===== config.mk =====
export PLATFORM = sky130hd
export DESIGN_NAME = ptl_front
export DESIGN_NICKNAME = d
export VERILOG_FILES = /design/src/hw/rtl/poisson_template_loglike_defines.svh /design/src/hw/rtl/ptl_pkg.sv /design/src/hw/rtl/ptl_front.sv
export SDC_FILE = /design/constraint.sdc
export NUM_CORES = 2
export LEC_CHECK = 0
export ABC_AREA = 1
export BUFFER_PORTS_ARGS = -buffer_cell sky130_fd_sc_hd__buf_2
export CAP_MARGIN = 20
export CELL_PAD_IN_SITES_DETAIL_PLACEMENT = 1
export CELL_PAD_IN_SITES_GLOBAL_PLACEMENT = 2
export CORE_UTILIZATION = 30
export CTS_BUF_LIST = sky130_fd_sc_hd__clkbuf_8
export DETAILED_ROUTE_END_ITERATION = 6
export PLACE_DENSITY_LB_ADDON = 0.1
export SYNTH_ARGS = -nofsm -noshare
export SYNTH_HDL_FRONTEND = slang
export SYNTH_SLANG_ARGS = --single-unit

===== constraint.sdc =====
create_clock -name clk -period 14.7 [get_ports clk]
set_input_delay 2.205 -clock clk [delete_from_list [all_inputs] [get_ports clk]]
set_output_delay 2.205 -clock clk [all_outputs]
set_load 0.005 [all_outputs]

===== src/hw/rtl/poisson_template_loglike_defines.svh =====
// Assertion macros used by the top level to check the Poisson log-likelihood block.
// Needs a clk and an active-low rst_n in the scope where a macro is used.
`ifndef POISSON_TEMPLATE_LOGLIKE_DEFINES_SVH
`define POISSON_TEMPLATE_LOGLIKE_DEFINES_SVH

// Same-cycle implication, ignored while reset is held.
`define PTL_ASSERT_IMP(lbl, ante, cons, msg) \
  lbl: assert property (@(posedge clk) disable iff (!rst_n) (ante) |-> (cons)) \
    else $error(msg);

// Next-cycle implication, ignored while reset is held.
`define PTL_ASSERT_NXT(lbl, ante, cons, msg) \
  lbl: assert property (@(posedge clk) disable iff (!rst_n) (ante) |=> (cons)) \
    else $error(msg);

`endif


===== src/hw/rtl/ptl_pkg.sv =====
// Shared types and constants of the Poisson template log-likelihood block.
// No dependencies; every other RTL file imports it.
`default_nettype none

package ptl_pkg;

  localparam int COMPONENTS   = 8;
  localparam int NUM_COEF     = 8;
  localparam int CNT_W        = 16;
  localparam int TMPL_W       = 24;
  localparam int COEF_W       = 24;
  localparam int CFG_IDX_W    = 4;
  localparam int COEF_IDX_W   = 3;
  localparam int COMP_IDX_W   = (COMPONENTS > 1) ? $clog2(COMPONENTS) : 1;
  localparam int STEP_W       = $clog2(COMPONENTS + 1);
  localparam int PROD_W       = COEF_W + TMPL_W + 1;
  localparam int ACC_W        = 52;
  localparam int MODEL_W      = 35;
  localparam int TERM_W       = 48;
  localparam int SUM_W        = 56;
  localparam int Q31_W        = 38;
  localparam int FRAC_W       = 31;
  localparam int SERIES_TERMS = 16;

  localparam logic [COEF_W-1:0] COEF_RESET   = 24'd65536;
  localparam logic [FRAC_W-1:0] LN2_Q31      = 31'd1488522236;
  localparam logic [Q31_W:0]    LN2X16_Q31   = 39'd23816355776;
  localparam logic [SUM_W-1:0]  SUM_MAX      = {1'b0, {(SUM_W-1){1'b1}}};
  localparam logic [SUM_W-1:0]  SUM_MIN      = {1'b1, {(SUM_W-1){1'b0}}};

  typedef struct packed {
    logic [CNT_W-1:0]  count;
    logic [TMPL_W-1:0] tmpl_0;
    logic [TMPL_W-1:0] tmpl_1;
    logic [TMPL_W-1:0] tmpl_2;
    logic [TMPL_W-1:0] tmpl_3;
    logic [TMPL_W-1:0] tmpl_4;
    logic [TMPL_W-1:0] tmpl_5;
    logic [TMPL_W-1:0] tmpl_6;
    logic [TMPL_W-1:0] tmpl_7;
    logic              last_bin;
  } in_item_t;

  typedef struct packed {
    logic signed [TERM_W-1:0] bin_term;
    logic signed [SUM_W-1:0]  running_sum;
    logic                     sum_done;
  } out_item_t;

  // One bin after the model has been formed, queued for the log stage.
  typedef struct packed {
    logic [MODEL_W-1:0] model;
    logic [CNT_W-1:0]   count;
    logic               last_bin;
  } job_t;

  typedef struct packed {
    logic [1:0] level;
  } fifo_status_t;

  typedef struct packed {
    logic acc_zero;
  } back_status_t;

endpackage

`default_nettype wire


===== src/hw/rtl/ptl_front.sv =====
// Front end: coefficient registers, input transfer and the serial model MAC.
// Depends on ptl_pkg.
`default_nettype none

module ptl_front import ptl_pkg::*; (
  input  wire logic                  clk,
  input  wire logic                  rst_n,
  input  wire logic                  cfg_we,
  input  wire logic [CFG_IDX_W-1:0]  cfg_index,
  input  wire logic [COEF_W-1:0]     cfg_wdata,
  input  wire logic                  in_valid,
  output logic                       in_stall,
  input  wire in_item_t              in_data,
  output logic                       job_valid,
  input  wire logic                  job_ready,
  output job_t                       job
);

  localparam logic [1:0] S_IDLE = 2'd0;
  localparam logic [1:0] S_MAC  = 2'd1;
  localparam logic [1:0] S_PUSH = 2'd2;

  logic [1:0]               state_r, state_nxt;
  logic [STEP_W-1:0]        step_r, step_nxt;
  logic signed [ACC_W-1:0]  acc_r, acc_nxt;
  logic signed [PROD_W-1:0] prod_r;
  in_item_t                 item_r;
  logic [COEF_W-1:0]        coef_r [NUM_COEF];
  logic [TMPL_W-1:0]        tmpl_sel;
  logic [MODEL_W-1:0]       model_raw;

  always_comb begin
    case (step_r[COMP_IDX_W-1:0])
      3'd0:    tmpl_sel = item_r.tmpl_0;
      3'd1:    tmpl_sel = item_r.tmpl_1;
      3'd2:    tmpl_sel = item_r.tmpl_2;
      3'd3:    tmpl_sel = item_r.tmpl_3;
      3'd4:    tmpl_sel = item_r.tmpl_4;
      3'd5:    tmpl_sel = item_r.tmpl_5;
      3'd6:    tmpl_sel = item_r.tmpl_6;
      default: tmpl_sel = item_r.tmpl_7;
    endcase
  end

  assign in_stall  = (state_r != S_IDLE);
  assign job_valid = (state_r == S_PUSH);
  assign model_raw = acc_r[MODEL_W+15:16];

  // A model that truncates to zero or below is clamped to one LSB.
  always_comb begin
    job.model    = (!acc_r[ACC_W-1] && (model_raw != '0)) ? model_raw : MODEL_W'(1);
    job.count    = item_r.count;
    job.last_bin = item_r.last_bin;
  end

  always_comb begin
    state_nxt = state_r;
    step_nxt  = step_r;
    acc_nxt   = acc_r;
    case (state_r)
      S_IDLE: begin
        if (in_valid) begin
          state_nxt = S_MAC;
          step_nxt  = '0;
          acc_nxt   = '0;
        end
      end
      S_MAC: begin
        if (step_r != '0) begin
          acc_nxt = acc_r + ACC_W'(prod_r);
        end
        step_nxt = step_r + STEP_W'(1);
        if (step_r == STEP_W'(COMPONENTS)) begin
          state_nxt = S_PUSH;
        end
      end
      S_PUSH: begin
        if (job_ready) begin
          state_nxt = S_IDLE;
        end
      end
      default: state_nxt = S_IDLE;
    endcase
  end

  always_ff @(posedge clk) begin
    if (!rst_n) begin
      state_r <= S_IDLE;
      step_r  <= '0;
      for (int i = 0; i < NUM_COEF; i++) begin
        coef_r[i] <= COEF_RESET;
      end
    end else begin
      state_r <= state_nxt;
      step_r  <= step_nxt;
      if (cfg_we && (cfg_index < CFG_IDX_W'(NUM_COEF))) begin
        coef_r[cfg_index[COEF_IDX_W-1:0]] <= cfg_wdata;
      end
    end
  end

  always_ff @(posedge clk) begin
    acc_r  <= acc_nxt;
    prod_r <= $signed({{(TMPL_W+1){coef_r[COEF_IDX_W'(step_r[COMP_IDX_W-1:0])][COEF_W-1]}},
                       coef_r[COEF_IDX_W'(step_r[COMP_IDX_W-1:0])]})
            * $signed({{(COEF_W+1){1'b0}}, tmpl_sel});
    if ((state_r == S_IDLE) && in_valid) begin
      item_r <= in_data;
    end
  end

endmodule

`default_nettype wire


Word-level counts from Yosys, hierarchy flattened:

Memory sizes are Yosys's and may differ from the RTL's. A register that Yosys moved wholly into a read port is not among the register bits.
Cells that the tools add are included.

* magnitude comparators: 1
* equality and inequality tests: 13
* add/subtract/negate cells: 2
* muxes and demuxes: 20
* reductions and logical operators: 14
* $mul: 1

Operator list (number)
* 24-bit one-hot mux with 7 select lines: 1
* 52-bit two-way mux: 2
* 52-bit one-hot mux with 2 select lines: 1
* 52-bit by 49-bit adder with 52-bit output: 1
* 24-bit by 25-bit multiplier with 49-bit output: 1
* 35-bit two-way mux: 1
* 35-bit nonzero test: 1
* 24-bit two-way mux: 1
* 24-bit OR reduction: 1
* 3-bit equality test (second input constant): 3
* 3-bit two-way mux: 3
* 4-bit one-hot mux with 2 select lines: 1
* 3-bit by 2-bit equality test with 1-bit output (second input constant): 2
* 2-bit two-way mux: 3
* 2-bit inequality test (second input constant): 3
* 2-bit one-hot mux with 3 select lines: 1
* 3-bit AND reduction: 2
* 1-bit two-way mux: 5
* 4-bit by 1-bit adder with 4-bit output (second input constant): 1
* 4-bit equality test (second input constant): 1
* 4-bit less-than comparator (second input constant): 1
* 4-bit two-way mux: 1
* 2-bit nonzero test: 2
* 4-bit nonzero test: 1
* 9 further kinds: 11

* memory bits (writable): 192
* bits of input ports: 242
* logic and storage cells: 66
* memories kept: 1
* register bits after elaboration: 316

Memory list
* coef_r: depth 8, bits a word 24, read ports 1, clocked after memory_dff 1, wr ports 8, RTL line ptl_front.sv:28 `logic [COEF_W-1:0] coef_r [NUM_COEF];`

Longest topological paths before layout:

* depth after elaboration: 7
* depth in mapped cells: 38

Least setup slack after synthesis:

Ideal clock, no wire load.

* path kind: input -> register
* start: in in_valid
* end: reg acc_r[0] (enable)
* cell stages on the path: 4
* arrival time: 14.927 ns
* required time: 14.207 ns
* library setup time: 0.493 ns
* setup slack: -0.720 ns
* cells stage by stage: inv_1 nor2_1 nor2_1 a31oi_1

* cells in the longest elaborated chain, start to end: 2

Ends and longest elaborated chain
* start, declared: RTL line ptl_front.sv:11 `input wire logic in_valid,`
* 2-bit inequality test (no line)
* 3-bit AND reduction (no line)
* end signal, assigned: RTL line ptl_front.sv:103 `acc_r <= acc_nxt;`
* end, declared: RTL line ptl_front.sv:25 `logic signed [ACC_W-1:0] acc_r, acc_nxt;`

Every way passes these cells.
A chain may end at the register's enable or synchronous reset.

Worst setup path after layout:

* start: reg step_r[1]
* end: reg prod_r[36]

* cells in the longest elaborated chain, start to end: 3

Ends and longest elaborated chain
* start, declared: RTL line ptl_front.sv:24 `logic [STEP_W-1:0] step_r, step_nxt;`
* start signal, assigned: RTL line ptl_front.sv:95 `step_r <= step_nxt;`
* 3-bit equality test (tied with other cells): RTL line ptl_front.sv:33 `case (step_r[COMP_IDX_W-1:0])`
* 24-bit one-hot mux with 7 select lines *: RTL line ptl_front.sv:33
* 24-bit by 25-bit multiplier with 49-bit output *: RTL line ptl_front.sv:106 `* $signed({{(COEF_W+1){1'b0}}, tmpl_sel});`
* end signal, assigned: RTL line ptl_front.sv:104 `prod_r <= $signed({{(TMPL_W+1){coef_r[COEF_IDX_W'(step_r[COMP_IDX_W-1:0])][COEF_W-1]}},`
* end, declared: RTL line ptl_front.sv:26 `logic signed [PROD_W-1:0] prod_r;`

Mark *: on every way between the ends. The rest lies on a longest branch, timed or not.

==> metrics.log <==
[metrics] most used cells in the layout excluding fill and tap cells: sky130_fd_sc_hd__nand2_1, sky130_fd_sc_hd__inv_1, sky130_fd_sc_hd__nor2_1
[metrics] GP Congestion: 0.878
[metrics] residual antenna-violating net count after detailed routing: 0
[metrics] leading cell type in the layout, fill and taps excluded: sky130_fd_sc_hd__nand2_1
[metrics] asr flop ratio synth: 0
[metrics] Crit. End Element: flop
[metrics] path type of the worst min-delay path: flop to flop
[metrics] largest stage delay on the critical path: 0.79 ns
[metrics] worst-path cell with the longest stage delay: sky130_fd_sc_hd__nand2_1
[metrics] Met2 Wirelength: 81,000 um
[metrics] hold-fix buffer count after cts: 0
[metrics] Die ar.: 0.149 mm2
[metrics] Synth-to-Final Area Change: 11.6%
[metrics] number of global-route vias before repair: 37,800
[metrics] starting density of the core: 0.303
[metrics] gr usage total: 0.235
[metrics] number of enable flip-flop cells after synthesis: 453
[metrics] pin count of the biggest net entering global routing: 180
[metrics] normalized max-slew margin: 0.218
[metrics] Startpoint Class: flop
[metrics] first-pass GRT wire length: 254,000 um
[metrics] post-cts gate resize count: 0
[metrics] number of antenna violations at the first check in global routing: 33
[metrics] largest fanout of any net on the critical path: 41
[metrics] Final Setup Violations: 0
[metrics] count of unresolved DRC violations after routing: 0
[metrics] predominant post-synthesis flop cell: sky130_fd_sc_hd__edfxtp_1
[metrics] Post-Synthesis Mean Instance Area: 8.69 um2
[metrics] Seq/Total Area, Yosys: 0.334
[metrics] setup_tns: 0 ns
[metrics] via/cell ratio: 4.76
[metrics] number of design-rule violations left by the first detailed-router iteration: 1,899
[metrics] worst path arrival time: 10.15 ns
[metrics] met1 layer wirelength in the final routing: 79,800 um
[metrics] Cell Rows: 140
[metrics] Non-Filler Cell Area, Final: 0.0493 mm2
[metrics] highest routing layer actually used: met5
[metrics] share of layout cells above drive strength 1: 0.104
[metrics] net count of the mapped netlist: 6,064
[metrics] Port Buffer Count: 295
[metrics] Synth Cell Area: 0.0442 mm2
[metrics] RSZ-0062 raised after global routing: no
[metrics] required time of the worst setup path: 15.41 ns
[metrics] worst-case clock skew: 0.0506 ns
[metrics] portion of the clock cycle consumed by the worst path in the final layout: 0.642
[metrics] number of violations of the max-capacitance limit: 0
[metrics] number of nets in the layout: 6,325
[metrics] routed via count: 35,000
[metrics] worst slew pin tran: 1.17 ns
[metrics] final count of hold timing violations: 0
[metrics] clock-pin slew on the worst setup and hold paths: 0.07 ns
[metrics] number of flip-flops and latches in the synthesized netlist: 511
[metrics] Floorplan Core Area: 0.146 mm2
[metrics] TritonCTS clock tree: yes
[metrics] count of synthesis-stage warnings from yosys: 0
[metrics] met3 routed WL: 8590 um
[metrics] worst-case clock buffer depth: 3
[metrics] length of the first detailed-routing pass in iterations: 6
[metrics] cells after synthesis: 5,083
[metrics] die boundary height: 386 um
[metrics] fraction of the core area covered by cells at the end of the flow: 0.338
[metrics] Routed WL per cell: 23.6 um
[metrics] start-to-end type of the worst setup path: flop to flop
[metrics] Placed Instance Area: 0.0474 mm2
[metrics] CTS buffer count: 97
[metrics] fin crit period: 9.44 ns
[metrics] clock sink total: 511
[metrics] drt total wl: 173,000 um
[metrics] result of the run: completed
[metrics] clk_lat worst skew: 0.83 ns
[metrics] clock tree root driver cell: sky130_fd_sc_hd__clkbuf_8
[metrics] maximum clock frequency: 106 MHz
[metrics] detailed placement HPWL: 134,000 um
[metrics] num ports: 296
[metrics] cell occurring most often along the worst timing path: sky130_fd_sc_hd__fa_1
[metrics] GRT Residual Overflow: 0
[metrics] Post-CTS Setup Repair Bufs: 0
[metrics] Die Width: 386 um
[metrics] max-slew violation count: 0
[metrics] H-tree Lvls: 3
[metrics] Distinct cells, synth: 49
per-layer routing:
layer  vias up  track usage
met2       772        0.389
met5         -            0
met3       223       0.0407
li1      16300            -
met4        54       0.0536
met1     17600        0.319
state kept, by name (all words and copies together) (netlist names), named ones only:
| signal | flops |
|---|---|
| item_r | 192 |
| coef_r | 192 |
| job | 17 |
| step_r | 4 |
| state_r | 2 |
| prod_r | 49 |
| acc_r | 52 |
critical path, delay by kind of cell, from the launching register on:
kind,cells,cell delay [ns]
fa+ha+maj,10,4.34
simple gates,11,2.46
buf+inv,9,1.40
compound gates,2,0.66
flops,1,0.41
Yosys cell counts, drive strengths merged (4+ instances only):
cell       n  area (um2)
nand4     28         200
clkbuf    29         109
nor4       7        43.8
dfxtp     58        1160
inv     1000        3780
a22o       8        70.1
o21ai     88         512
o21bai     6        45.0
o21a       9        67.6
a21oi    200        1020
o211ai     4        30.0
a221oi    26         290
nand3    211        1080
fa       483        9670
buf      158         968
nor2     675        2530
a32o      44         440
xor2      19         166
a21o       5        37.5
and2       5        31.3
edfxtp   453       13600
clkinv     7        26.3
nor3      18        90.1
ha       256        3200
nand2   1252        4740
xnor2     13         114
or2       11        68.8
layout make-up:
cell class                      instances  area [um2]
Antenna cell                            5        12.5
Clock buffer                          100        1380
Tap cell                             1917        2400
Timing Repair Buffer                  349        1910
Sequential cell                       511       14800
Inverter                             1007        3800
Multi-Input combinational cell       3378       24600
Fill cell                           17300       96600
Clock inverter                         77         469
final timing paths:
path | start | end | slack, ns | cells past startpoint
setup reg to reg | step_r[1] | prod_r[36] | 5.26 | 32
setup / recovery | step_r[1] | prod_r[36] | 5.26 | 32
hold / removal | step_r[3] | step_r[3] | 0.52 | 2
hold reg to reg | step_r[3] | step_r[3] | 0.52 | 2
kinds of logic (layout without fill, tap and decap cells):
group           after synthesis  in the layout  synth area share
xor+xnor                     32             32           0.00635
compound gates              398            398            0.0582
simple gates               2209           2209             0.199
other cells                   0              5                 0
buf+inv                    1194           1533             0.111
fa+ha+maj                   739            739             0.291
flops                       511            511             0.334
through the flow:
step / std cells / worst slack (ns) / hold WS, ns
after floorplan: 5083 / 3.12 / 0.471
after global placement: 7161 / 5.27 / 0.499
after detailed placement: 7161 / 5.16 / 0.516
after CTS: 7338 / 5.15 / 0.524
after global routing: 7342 / 4.71 / 0.560
final: 7344 / 5.26 / 0.517
Power is left out: the tool's default activity adds up to more than one toggle a clock period on the data nets, which glitch-free logic cannot reach.
