[src/hw/rtl/poisson_template_loglike_defines.svh]
// Assertion macros used by the top level to check the Poisson log-likelihood block.
// Needs a clk and an active-low rst_n in the scope where a macro is used.
`ifndef POISSON_TEMPLATE_LOGLIKE_DEFINES_SVH
`define POISSON_TEMPLATE_LOGLIKE_DEFINES_SVH

// Same-cycle implication, ignored while reset is held.
`define PTL_ASSERT_IMP(lbl, ante, cons, msg) \
  lbl: assert property (@(posedge clk) disable iff (!rst_n) (ante) |-> (cons)) \
    else $error(msg);

// Next-cycle implication, ignored while reset is held.
`define PTL_ASSERT_NXT(lbl, ante, cons, msg) \
  lbl: assert property (@(posedge clk) disable iff (!rst_n) (ante) |=> (cons)) \
    else $error(msg);

`endif

[src/hw/rtl/ptl_pkg.sv]
// Shared types and constants of the Poisson template log-likelihood block.
// No dependencies; every other RTL file imports it.
`default_nettype none

package ptl_pkg;

  localparam int COMPONENTS   = 8;
  localparam int NUM_COEF     = 8;
  localparam int CNT_W        = 16;
  localparam int TMPL_W       = 24;
  localparam int COEF_W       = 24;
  localparam int CFG_IDX_W    = 4;
  localparam int COEF_IDX_W   = 3;
  localparam int COMP_IDX_W   = (COMPONENTS > 1) ? $clog2(COMPONENTS) : 1;
  localparam int STEP_W       = $clog2(COMPONENTS + 1);
  localparam int PROD_W       = COEF_W + TMPL_W + 1;
  localparam int ACC_W        = 52;
  localparam int MODEL_W      = 35;
  localparam int TERM_W       = 48;
  localparam int SUM_W        = 56;
  localparam int Q31_W        = 38;
  localparam int FRAC_W       = 31;
  localparam int SERIES_TERMS = 16;

  localparam logic [COEF_W-1:0] COEF_RESET   = 24'd65536;
  localparam logic [FRAC_W-1:0] LN2_Q31      = 31'd1488522236;
  localparam logic [Q31_W:0]    LN2X16_Q31   = 39'd23816355776;
  localparam logic [SUM_W-1:0]  SUM_MAX      = {1'b0, {(SUM_W-1){1'b1}}};
  localparam logic [SUM_W-1:0]  SUM_MIN      = {1'b1, {(SUM_W-1){1'b0}}};

  typedef struct packed {
    logic [CNT_W-1:0]  count;
    logic [TMPL_W-1:0] tmpl_0;
    logic [TMPL_W-1:0] tmpl_1;
    logic [TMPL_W-1:0] tmpl_2;
    logic [TMPL_W-1:0] tmpl_3;
    logic [TMPL_W-1:0] tmpl_4;
    logic [TMPL_W-1:0] tmpl_5;
    logic [TMPL_W-1:0] tmpl_6;
    logic [TMPL_W-1:0] tmpl_7;
    logic              last_bin;
  } in_item_t;

  typedef struct packed {
    logic signed [TERM_W-1:0] bin_term;
    logic signed [SUM_W-1:0]  running_sum;
    logic                     sum_done;
  } out_item_t;

  // One bin after the model has been formed, queued for the log stage.
  typedef struct packed {
    logic [MODEL_W-1:0] model;
    logic [CNT_W-1:0]   count;
    logic               last_bin;
  } job_t;

  typedef struct packed {
    logic [1:0] level;
  } fifo_status_t;

  typedef struct packed {
    logic acc_zero;
  } back_status_t;

endpackage

`default_nettype wire

[src/hw/rtl/ptl_fifo.sv]
// Two-entry job queue between the model front end and the log back end.
// Depends on ptl_pkg.
`default_nettype none

module ptl_fifo import ptl_pkg::*; (
  input  wire logic clk,
  input  wire logic rst_n,
  input  wire logic push_valid,
  output logic      push_ready,
  input  wire job_t push_data,
  output logic      pop_valid,
  input  wire logic pop,
  output job_t      pop_data,
  output fifo_status_t status
);

  job_t       mem_r [2];
  logic       wr_ptr_r, rd_ptr_r;
  logic [1:0] level_r;
  logic       do_push, do_pop;

  assign push_ready   = (level_r != 2'd2);
  assign pop_valid    = (level_r != 2'd0);
  assign pop_data     = mem_r[rd_ptr_r];
  assign do_push      = push_valid && push_ready;
  assign do_pop       = pop && pop_valid;
  assign status.level = level_r;

  always_ff @(posedge clk) begin
    if (!rst_n) begin
      wr_ptr_r <= 1'b0;
      rd_ptr_r <= 1'b0;
      level_r  <= 2'd0;
    end else begin
      if (do_push) wr_ptr_r <= !wr_ptr_r;
      if (do_pop)  rd_ptr_r <= !rd_ptr_r;
      level_r <= level_r + 2'(do_push) - 2'(do_pop);
    end
  end

  always_ff @(posedge clk) begin
    if (do_push) begin
      mem_r[wr_ptr_r] <= push_data;
    end
  end

endmodule

`default_nettype wire

[config.mk]
export PLATFORM = sky130hd
export DESIGN_NAME = ptl_fifo
export DESIGN_NICKNAME = d
export VERILOG_FILES = /design/src/hw/rtl/poisson_template_loglike_defines.svh /design/src/hw/rtl/ptl_pkg.sv /design/src/hw/rtl/ptl_fifo.sv
export SDC_FILE = /design/constraint.sdc
export NUM_CORES = 1
export LEC_CHECK = 0
export ABC_AREA = 1
export BUFFER_PORTS_ARGS = -buffer_cell sky130_fd_sc_hd__buf_4
export CAP_MARGIN = 0
export CORE_ASPECT_RATIO = 1.2
export CORE_MARGIN = 2
export CORE_UTILIZATION = 50
export CTS_BUF_LIST = sky130_fd_sc_hd__clkbuf_8
export CTS_CLUSTER_DIAMETER = 200
export DETAILED_ROUTE_END_ITERATION = 12
export PLACE_DENSITY = 0.75
export SLEW_MARGIN = 10
export SYNTH_ARGS = -nofsm -noshare
export SYNTH_HDL_FRONTEND = slang
export SYNTH_SLANG_ARGS = --single-unit
[constraint.sdc]
create_clock -name clk -period 5.2 [get_ports clk]
set_clock_uncertainty 0.05 [all_clocks]
set_input_delay 0.52 -clock clk [delete_from_list [all_inputs] [get_ports clk]]
set_output_delay 0.52 -clock clk [all_outputs]
set_load 0.01 [all_outputs]
======== After elaboration in Yosys (flattened, before gate mapping) ========
Memories as Yosys holds them, arrays and structs flattened. A register that Yosys moved wholly into a read port is not among the register bits.
Cells that the tools add are included.
word-level totals
  bits in registers ....................... 4
  memory bits (writable) .................. 104
  output and inout port bits .............. 56
  word-level logic and storage cells ...... 16
  memories ................................ 1
operators by class
  add/sub/neg operators ................... 2
  eq/ne operators ......................... 1
  mux-type cells .......................... 4
  reductions and logical operators ........ 5
memory list
  memory  words  width  rd ports  clocked after Yosys merged registers in  wr ports  RTL line        text
  mem_r   2      52     1         1                                        1         ptl_fifo.sv:17  job_t mem_r [2];
operators with widths
  cell                                           count
  1-bit 2-to-1 mux                               4
  2-bit by 1-bit adder with 2-bit output         1
  1-bit logical AND                              2
  1-bit logical NOT                              2
  2-bit inequality test (second input constant)  1
  2-bit nonzero test                             1
  2-bit by 1-bit subtractor with 2-bit output    1

======== Logic depth before layout (Yosys ltp) ========
Gate-level depths: netlist (run 1).
  depth after elaboration ................. 4
  mapped depth ............................ 11

======== Worst setup path before layout (run 1) ========
No wires, ideal clock.
  kind .................................... reg2reg
  start point ............................. register level_r[0], in the netlist status[0]
  end point ............................... memory mem_r[1][0] (netlist bit) (enable)
  data arrival time ....................... 2.943 ns
  data required time ...................... 4.687 ns
  path slack .............................. 1.743 ns
  stages on the path, launching flop included .. 5
  clock period less this slack ............ 3.457 ns
  cell sequence ........................... dfxtp_1 > inv_1 > nand2_1 > nand2_1 > nor2_1
between the ends
  word-level cells in the longest chain between the ends .. 4
ends and longest elaborated chain
  item                                    RTL line        text
  start: declaration                      ptl_fifo.sv:19  logic [1:0] level_r;
  start signal: assignment                ptl_fifo.sv:37  level_r <= level_r + 2'(do_push) - 2'(do_pop);
  2-bit inequality test                   ptl_fifo.sv:22  assign push_ready = (level_r != 2'd2);
  named net push_ready                    ptl_fifo.sv:9   output logic push_ready,
  1-bit logical AND                       ptl_fifo.sv:25  assign do_push = push_valid && push_ready;
  1-bit 2-to-1 mux                        ptl_fifo.sv:42  if (do_push) begin
  1-bit 2-to-1 mux (not written as such)  ptl_fifo.sv:43  mem_r[wr_ptr_r] <= push_data;
  end: declaration                        ptl_fifo.sv:17
The timed path passes the listed nets, and every way through them passes these cells.

==> impl_metrics.yaml, run 1 <==
finish:
  area_delta_synth_final_pct: 26.0
  diodes: 0
  sequential_cell_area_mm2: 0.00323
  post-route-util_pct: 65.2
  layout.filler_cells: 613
  multi_input_comb_area_um2: 897
  drive_gt1_share_pct: 57.6
  layout.cells.non_filler: 435
  layout.nets: 373
detailed_routing:
  first_pass_detailed_route_iteration_total: 4
  route.detailed.drc: 0
  wl_per_cell_um: 15.5
  detail_route.vias_per_cell: 4.76
  via_count: 2072
  detail-route-antenna-nets: 0
  drt_iter0_markers: 126
  finalWirelength_um: 6740
worst_hold_path:
  holdCritPathClass: "in2reg"
worst_setup_path:
  critPathKind: "reg2out"
  cp_data_required_time_ns: 4.63
  critPathMaxFanout: 52
  arrival_ns: 1.93
  start_kind: "register"
  setup.worst_path.end_class: "output pin"
place:
  gp_routability_congestion: 0.732
  dpl.hpwl_um: 4520
  dp_cells: 419
  portBuffers: 111
run:
  max_cap_viol_count: 0
cts:
  total_of_hold_buffers_inserted_after_clock_tree_synthesis: 0
  cts_tree: "built"
  clock_sinks: 109
  ctsRootBufferMaster: "clkbuf_8"
  clk_pin_slew_worst_paths_ns: 0.11
  cts_made_buffers: 9
  clock_path_buffers: 2
  postCtsSetupRepairBufs: 0
  postCtsResizedCells: 0
  htree_num_levels: 3
  clk-insertion-delay-late_ns: 0.35
synthesis:
  synth_top_cells_by_count: "edfxtp_1, mux2_4, nand2_1"
  synth_ff_type: "edfxtp_1"
  post_synth_main_area_contributors: "edfxtp_1, mux2_4, buf_12"
  synth-seq-cells: 109
  synth-async-reset-ratio_pct: 0
  number_of_enable_flip_flop_cells_after_synthesis: 104
  synth.avg_cell_area_um2: 21.4
  syn_nets: 255
  sequential_fraction_of_the_synthesis_area_pct: 76.0
  synthesis.yosys.warnings: 0
  synth_most_common_cell: "edfxtp_1"
  yosysUniqueCellTypes: 14
  synthDominantCellAreaShare_pct: 73.6
  postSynthCellCount: 198
  synthDominantAreaCellType: "edfxtp_1"
  post_synth_instance_area_mm2: 0.00424
sta:
  timing.final.hold_violations: 0
  grt_setup_unrepaired: "false"
  layout_min_cycle_time_ns: 2.50
  setup_violations: 0
  slew_headroom_pct: 35.5
  timing.setup.tns_ns: 0
  achievable-frequency_ghz: 0.399
  period_share_pct: 48.1
  number_of_max_slew_violations_in_the_final_report: 0
  timing_worst_slew_pin_value_ns: 0.967
global_route:
  grt_first_pass_wirelength_um: 10000
  grt_busiest_layer: "met2"
  overflow: 0
  global_route.usage.total_pct: 14.7
  global_route.usage.met2_pct: 23.9
  grt_pass1_vias: 2041
  grt_start_max_net_pins: 53
  grt_antenna_before_repair: 0
  global_route.usage.met3_pct: 4.50
  use_met1_pct: 18.1
pwr:
  power_density_mw_per_mm2: 453
  static-leakage-power_uw: 0.00211
  vdd_ir_max_uv: 335
floorplan:
  initial_utilization_pct: 51.8
  die_h_um: 105
  floorplan.io_pins: 112
  floorplan_row_count: 36
  die_width_um: 88.1
  die_area_mm2: 0.00924
  core_mm2: 0.00820
outcome:
  run_status: "finished, final reports clean"
placed cells by master, fill, tap and decap left out:
cell        count
ha_1            1
dfxtp_1         4
inv_8           1
clkinv_4        1
mux2_4         50
inv_1           7
nand2_1        11
inv_6           2
clkinvlp_4      1
clkinv_2        1
nor2_1          6
clkbuf_8        9
nand3_1         1
xnor2_1         1
edfxtp_1      104
buf_4         113
nor2_2          1
dfxtp_4         1
mux2_2          2
a21oi_1         1
nor2_4          2
bufinv_16       1
through the flow:
stage | hold slack (ns) | power, µW | setup slack [ns] | cell area (µm²)
after CTS | 0.273 | 2450 | 2.65 | 5350
after global placement | 0.428 | 1920 | 2.90 | 5140
after detailed placement | 0.454 | 1950 | 2.82 | 5140
after floorplan | 0.417 | 1680 | 1.74 | 4240
final | 0.286 | 2420 | 2.70 | 5350
after global routing | 0.261 | 2540 | 2.59 | 5350
power by group:
part	switching [µW]	internal (µW)	total (µW)
sequential	102	1110	1220
clock	280	229	509
combinational	280	415	695
total	662	1760	2420
kinds of logic after synthesis:
group	after synthesis	synth area share [%]
flops	109	76.0
buf+inv	13	3.24
fa+ha+maj	1	0.295
xor+xnor	1	0.206
compound gates	1	0.118
mux	52	18.2
simple gates	21	1.95
area by class of cell:
class / instances / area share, %
Sequential cell: 109 / 60.4
Clock buffer: 9 / 2.32
Multi-Input combinational cell: 76 / 16.8
Clock inverter: 7 / 1.50
Tap cell: 114 / 2.67
Inverter: 7 / 0.492
Timing Repair Buffer: 113 / 15.9
flip-flops by register name, summed over array words and instances (netlist names), named ones only:
register and cells:
mem_r 104, wr_ptr_r 1, rd_ptr_r 1, status 2
critical path, stage by stage, from the launching register on:
cell     delay [ns]
dfxtp_4        0.98
mux2_2         0.42
buf_4          0.14
worst paths after layout:
path                                    from           end  slack [ns]  depth (start not counted)
worst max-delay path                register   pop_data[0]        2.70                          2
worst min-delay path            push_data[3]   mem_r[0][3]        0.29                          1
worst max register to register     status[0]  mem_r[1][37]        2.96                          5
worst min register to register      rd_ptr_r      rd_ptr_r        0.48                          2
routing by layer:
layer	share of wire [%]	routed length, µm
met5	0	0
met4	2.3	156
met3	6.2	415
met2	52	3510
met1	39	2650
(Power assumes the default switching activity.)
==> run 2: changes to the inputs <==
Settings changed: CORE_UTILIZATION 50 to 49, PLACE_DENSITY 0.75 to 0.77.
Clock period 5.2 ns to 2.25 ns, I/O delays scaled along.
==> run 2 against run 1 <==
  * Sequential share of layout area fell by 5.8 points
  * Highest routed layer unchanged
  * Via count increased by 12%
  * Clock power is 100% higher
  * First-iteration DRC count down 20%
  * Power is 130% higher
  * Critical path type unchanged
  * Non-clock buffer count is 56 higher
  * Die area rose by 2.0%
  * Critical path depth increased by 1
  * Routed wire length grew 13%
==> impl_metrics.yaml, run 2 (synthesis gave the netlist of run 1 again) <==
cts:
  clock_path_buffers: 2
  postCtsResizedCells: 0
  clk-insertion-delay-late_ns: 0.35
  postCtsSetupRepairBufs: 0
  clock_sinks: 109
  cts_made_buffers: 9
  htree_num_levels: 3
  cts_tree: "built"
  clk_pin_slew_worst_paths_ns: 0.09
  ctsRootBufferMaster: "clkbuf_8"
floorplan:
  floorplan.io_pins: 112
  floorplan_row_count: 37
  die_width_um: 88.9
  die_h_um: 106
  core_mm2: 0.00852
  initial_utilization_pct: 49.8
  die_area_mm2: 0.00942
sta:
  setup_violations: 0
  slew_headroom_pct: 65.7
  achievable-frequency_ghz: 0.492
  grt_setup_unrepaired: "false"
  number_of_max_slew_violations_in_the_final_report: 0
  layout_min_cycle_time_ns: 2.03
  timing.final.hold_violations: 0
  timing_worst_slew_pin_value_ns: 0.514
  period_share_pct: 90.4
global_route:
  grt_start_max_net_pins: 33
  global_route.usage.total_pct: 17.0
  grt_antenna_before_repair: 0
  overflow: 0
  grt_pass1_vias: 2476
  grt_first_pass_wirelength_um: 11700
finish:
  layout.cells.non_filler: 494
  diodes: 0
  layout.nets: 429
  max_flop_register: "mem_r"
  largest_reg_flops: 104
  area_delta_synth_final_pct: 39.4
  drive_gt1_share_pct: 49.6
  layout_common_cells: "buf_4, edfxtp_1, dlygate4sd3_1"
  layout_commonest_cell: "buf_4"
  layout.cell_area.non_filler_mm2: 0.00592
  post-route-util_pct: 69.4
place:
  placement.cell_area_mm2: 0.00523
  dp_cells: 426
  portBuffers: 111
  gp_routability_congestion: 0.757
  dpl.hpwl_um: 4880
worst_setup_path:
  timing.critical_path.slowest_cell_delay_ns: 0.68
  worstPathBufferInverterCount: 2
  cp_data_required_time_ns: 1.98
  reg2regPathDepth: 5
  path_delay_family: "flip-flops"
  cp.depth: 3
  critPathKind: "reg2out"
  crit_chain: "buf_12 -> mux2_4 -> buf_4"
  regToRegSetupSlack_ns: 0.52
  critPathMaxFanout: 25
  worst_setup_path_endpoint: "pop_data[26]"
  arrival_ns: 1.76
  reg2reg_from: "status[0]"
  critical_path.reg2reg.endpoint: "mem_r[1][8]"
  crit_path_top_delay_cell: "dfxtp_4"
  setup.worst_path.end_class: "output pin"
  start_kind: "register"
detailed_routing:
  first_pass_detailed_route_iteration_total: 4
  finalWirelength_um: 7600
  via_count: 2312
  wl_per_cell_um: 15.4
  drt_iter0_markers: 101
  detail-route-antenna-nets: 0
  detail_route.vias_per_cell: 4.68
  route.detailed.drc: 0
pwr:
  power_density_mw_per_mm2: 946
  total_power_uw: 5590
  static-leakage-power_uw: 0.00235
  vdd_ir_max_uv: 674
outcome:
  run_status: "finished, final reports clean"
run:
  max_cap_viol_count: 0
worst_hold_path:
  holdCritPathClass: "in2reg"
run 2: worst reg2reg max path: cells and delay by family, from the launching register on:
kind | cells | cell delay (ns)
flip-flops | 1 | 0.38
AND/OR/NAND/NOR | 3 | 0.66
buffers and inverters | 2 | 0.34
run 2: metal layers:
layer  track usage [%]  routed length [µm]  vias to the layer above
met3              3.49                 326                       23
li1                  -                   -                     1097
met2              29.2                4020                       76
met4              9.91                 294                        0
met1              19.2                2960                     1116
met5                 0                   0                        -
run 2: repair_timing:
action,in CTS,in global routing
endpoints found under the hold margin,102,0
hold buffers,52,0
setup endpoints to repair,0,0
run 2: per-stage QoR:
stage | setup slack, ns | hold slack [ns] | TNS [ns]
after floorplan | -0.343 | 0.268 | -34.91
after global placement | 0.568 | 0.361 | 0
after detailed placement | 0.487 | 0.363 | 0
after CTS | 0.174 | 0.0291 | 0
after global routing | 0.129 | 0.0671 | 0
final | 0.216 | 0.0465 | 0
run 2: how the worst min path moves through the flow:
stage | from | end | slack (ns) | cells past startpoint
6_report | rst_n | status[0] | 0.05 | 3
3_5_place_dp | push_data[39] | mem_r[1][39] | 0.36 | 1
3_3_place_gp | push_data[19] | mem_r[0][19] | 0.36 | 1
2_1_floorplan | rst_n | status[0] | 0.27 | 2
4_1_cts | rst_n | status[0] | 0.03 | 3
5_1_grt | rst_n | wr_ptr_r | 0.07 | 3
run 2: where the power goes:
| group | internal (µW) | switching [µW] |
|---|---|---|
| clock | 421 | 598 |
| combinational | 1070 | 765 |
| sequential | 2570 | 164 |
run 2: cell type report:
class,instances,area [µm²]
tap,117,146
clock buffer,10,138
inverter,7,26.3
multi-input combinational,76,897
timing repair buffer,169,1450
clock inverter,6,32.5
sequential,109,3230
fill,593,2600
==> run 3: changes to the inputs <==
Settings changed: CORE_ASPECT_RATIO 1.2 to 0.6, CORE_MARGIN 2 to unset.
==> run 3 against run 2 <==
  * Sequential share of layout area is 0.13 points lower
  * Register-to-register slack improved by 0.12 ns
  * First-iteration DRC count down 24%
==> impl_metrics.yaml, run 3 (synthesis gave the netlist of run 1 again) <==
detailed_routing:
  first_pass_detailed_route_iteration_total: 5
  wl_met3_um: 657
  wl_met2_um: 3640
  detail_route.vias_per_cell: 4.66
  top_layer: "met4"
  wirelength_met1_um: 3230
  drt_iter0_markers: 77
  route.detailed.drc: 0
  detail-route-antenna-nets: 0
  wl_per_cell_um: 15.6
  finalWirelength_um: 7590
  via_count: 2267
cts:
  htree_num_levels: 3
  postCtsSetupRepairBufs: 0
  cts_made_buffers: 9
  clk-insertion-delay-late_ns: 0.37
  clock_path_buffers: 2
  cts_tree: "built"
  clock_sinks: 109
  ctsRootBufferMaster: "clkbuf_8"
  clk_pin_slew_worst_paths_ns: 0.10
sta:
  achievable-frequency_ghz: 0.496
  period_share_pct: 89.5
  setup_violations: 0
  timing_worst_slew_pin_value_ns: 0.408
  number_of_max_slew_violations_in_the_final_report: 0
  timing.final.ws_setup_ns: 0.236
  grt_setup_unrepaired: "false"
  timing.final.hold_violations: 0
  slew_headroom_pct: 72.8
  layout_min_cycle_time_ns: 2.01
finish:
  max_flop_register: "mem_r"
  largest_reg_flops: 104
  diodes: 0
  drive_gt1_share_pct: 49.6
  layout.cells.non_filler: 487
  layout_common_cells: "buf_4, edfxtp_1, dlygate4sd3_1"
  layout.nets: 431
  layout_commonest_cell: "buf_4"
  area_delta_synth_final_pct: 39.8
worst_setup_path:
  crit_path_top_delay_cell: "dfxtp_4"
  critPathMaxFanout: 22
  arrival_ns: 1.74
  timing.critical_path.slowest_cell_delay_ns: 0.62
  crit_chain: "buf_12 -> mux2_4 -> buf_4"
  setup.worst_path.end_class: "output pin"
  critPathKind: "reg2out"
  start_kind: "register"
  cp_data_required_time_ns: 1.98
  regToRegSetupSlack_ns: 0.64
global_route:
  grt_first_pass_wirelength_um: 11400
  global_route.usage.total_pct: 17.7
  grt_start_max_net_pins: 42
  grt_pass1_vias: 2318
  overflow: 0
  grt_antenna_before_repair: 0
pwr:
  total_power_uw: 5690
  vdd_ir_max_uv: 707
  static-leakage-power_uw: 0.00236
  power_density_mw_per_mm2: 960
run:
  max_cap_viol_count: 0
floorplan:
  die_width_um: 122
  floorplan_row_count: 25
  die_area_mm2: 0.00905
  floorplan.io_pins: 112
  die_h_um: 74.1
  core_mm2: 0.00813
  initial_utilization_pct: 52.2
place:
  dpl.hpwl_um: 4730
  dp_cells: 418
  dp_worst_setup_slack_ns: 0.613
  portBuffers: 111
  gp_routability_congestion: 0.728
worst_hold_path:
  holdCritPathClass: "in2reg"
outcome:
  run_status: "finished, final reports clean"
run 3: changes by cell type in the layout (fill, tap and decap cells not counted):
cell	delta
buf_12	-1
buf_4	+2
bufinv_16	+1
clkbuf_8	-1
clkinv_1	+2
clkinv_2	-1
clkinv_4	+1
dlygate4sd3_1	+1
inv_1	-2
run 3: cell type report:
class | count | area, µm²
clock buffers | 9 | 124
clock inverters | 7 | 66.3
fillers | 491 | 2200
inverters | 7 | 26.3
multi-input cells | 76 | 897
flip-flops and latches | 109 | 3230
well taps | 108 | 135
repair buffers | 171 | 1450
run 3: timing repair:
| item | CTS | global route |
|---|---|---|
| hold endpoints to repair | 105 | 0 |
| hold buffers | 53 | 0 |
| gates resized for setup | 0 | 0 |
| setup endpoints to repair | 0 | 0 |
run 3: per-stage QoR:
stage	instance area [µm²]	hold slack (ns)	TNS [ns]	util, %
after floorplan	4250	0.268	-34.91	-
after global placement	5210	0.360	0	64.0
after detailed placement	5210	0.363	0	64.0
after CTS	5930	0.214	0	72.9
after global routing	5930	0.280	0	72.9
final	5930	0.234	0	72.9
run 3: critical path, delay by kind of cell, from the launching register on:
family / cells / cell delay (ns)
flops: 1 / 0.62
mux: 1 / 0.33
buf+inv: 2 / 0.40
run 3: report_power, final:
part	leakage (µW)	switching (µW)	internal (µW)	total, µW
Clock	0.0000903	628	507	1140
Combinational	0.00126	764	1070	1830
Sequential	0.00101	154	2570	2730
Total	0.00236	1550	4150	5690
run 3: final timing paths:
| kind | startpoint | endpoint | cells past startpoint |
|---|---|---|---|
| worst max-delay path | register | pop_data[24] | 3 |
| worst min-delay path | pop | register | 5 |
| worst max register to register | status[0] | status[1] | 11 |
| worst min register to register | rd_ptr_r | rd_ptr_r | 2 |
run 3: routing by layer:
layer	vias to the layer above	global-route usage, %
li1	1098	-
met1	1078	20.9
met2	84	30.0
met3	7	7.75
met4	0	5.28
met5	-	0
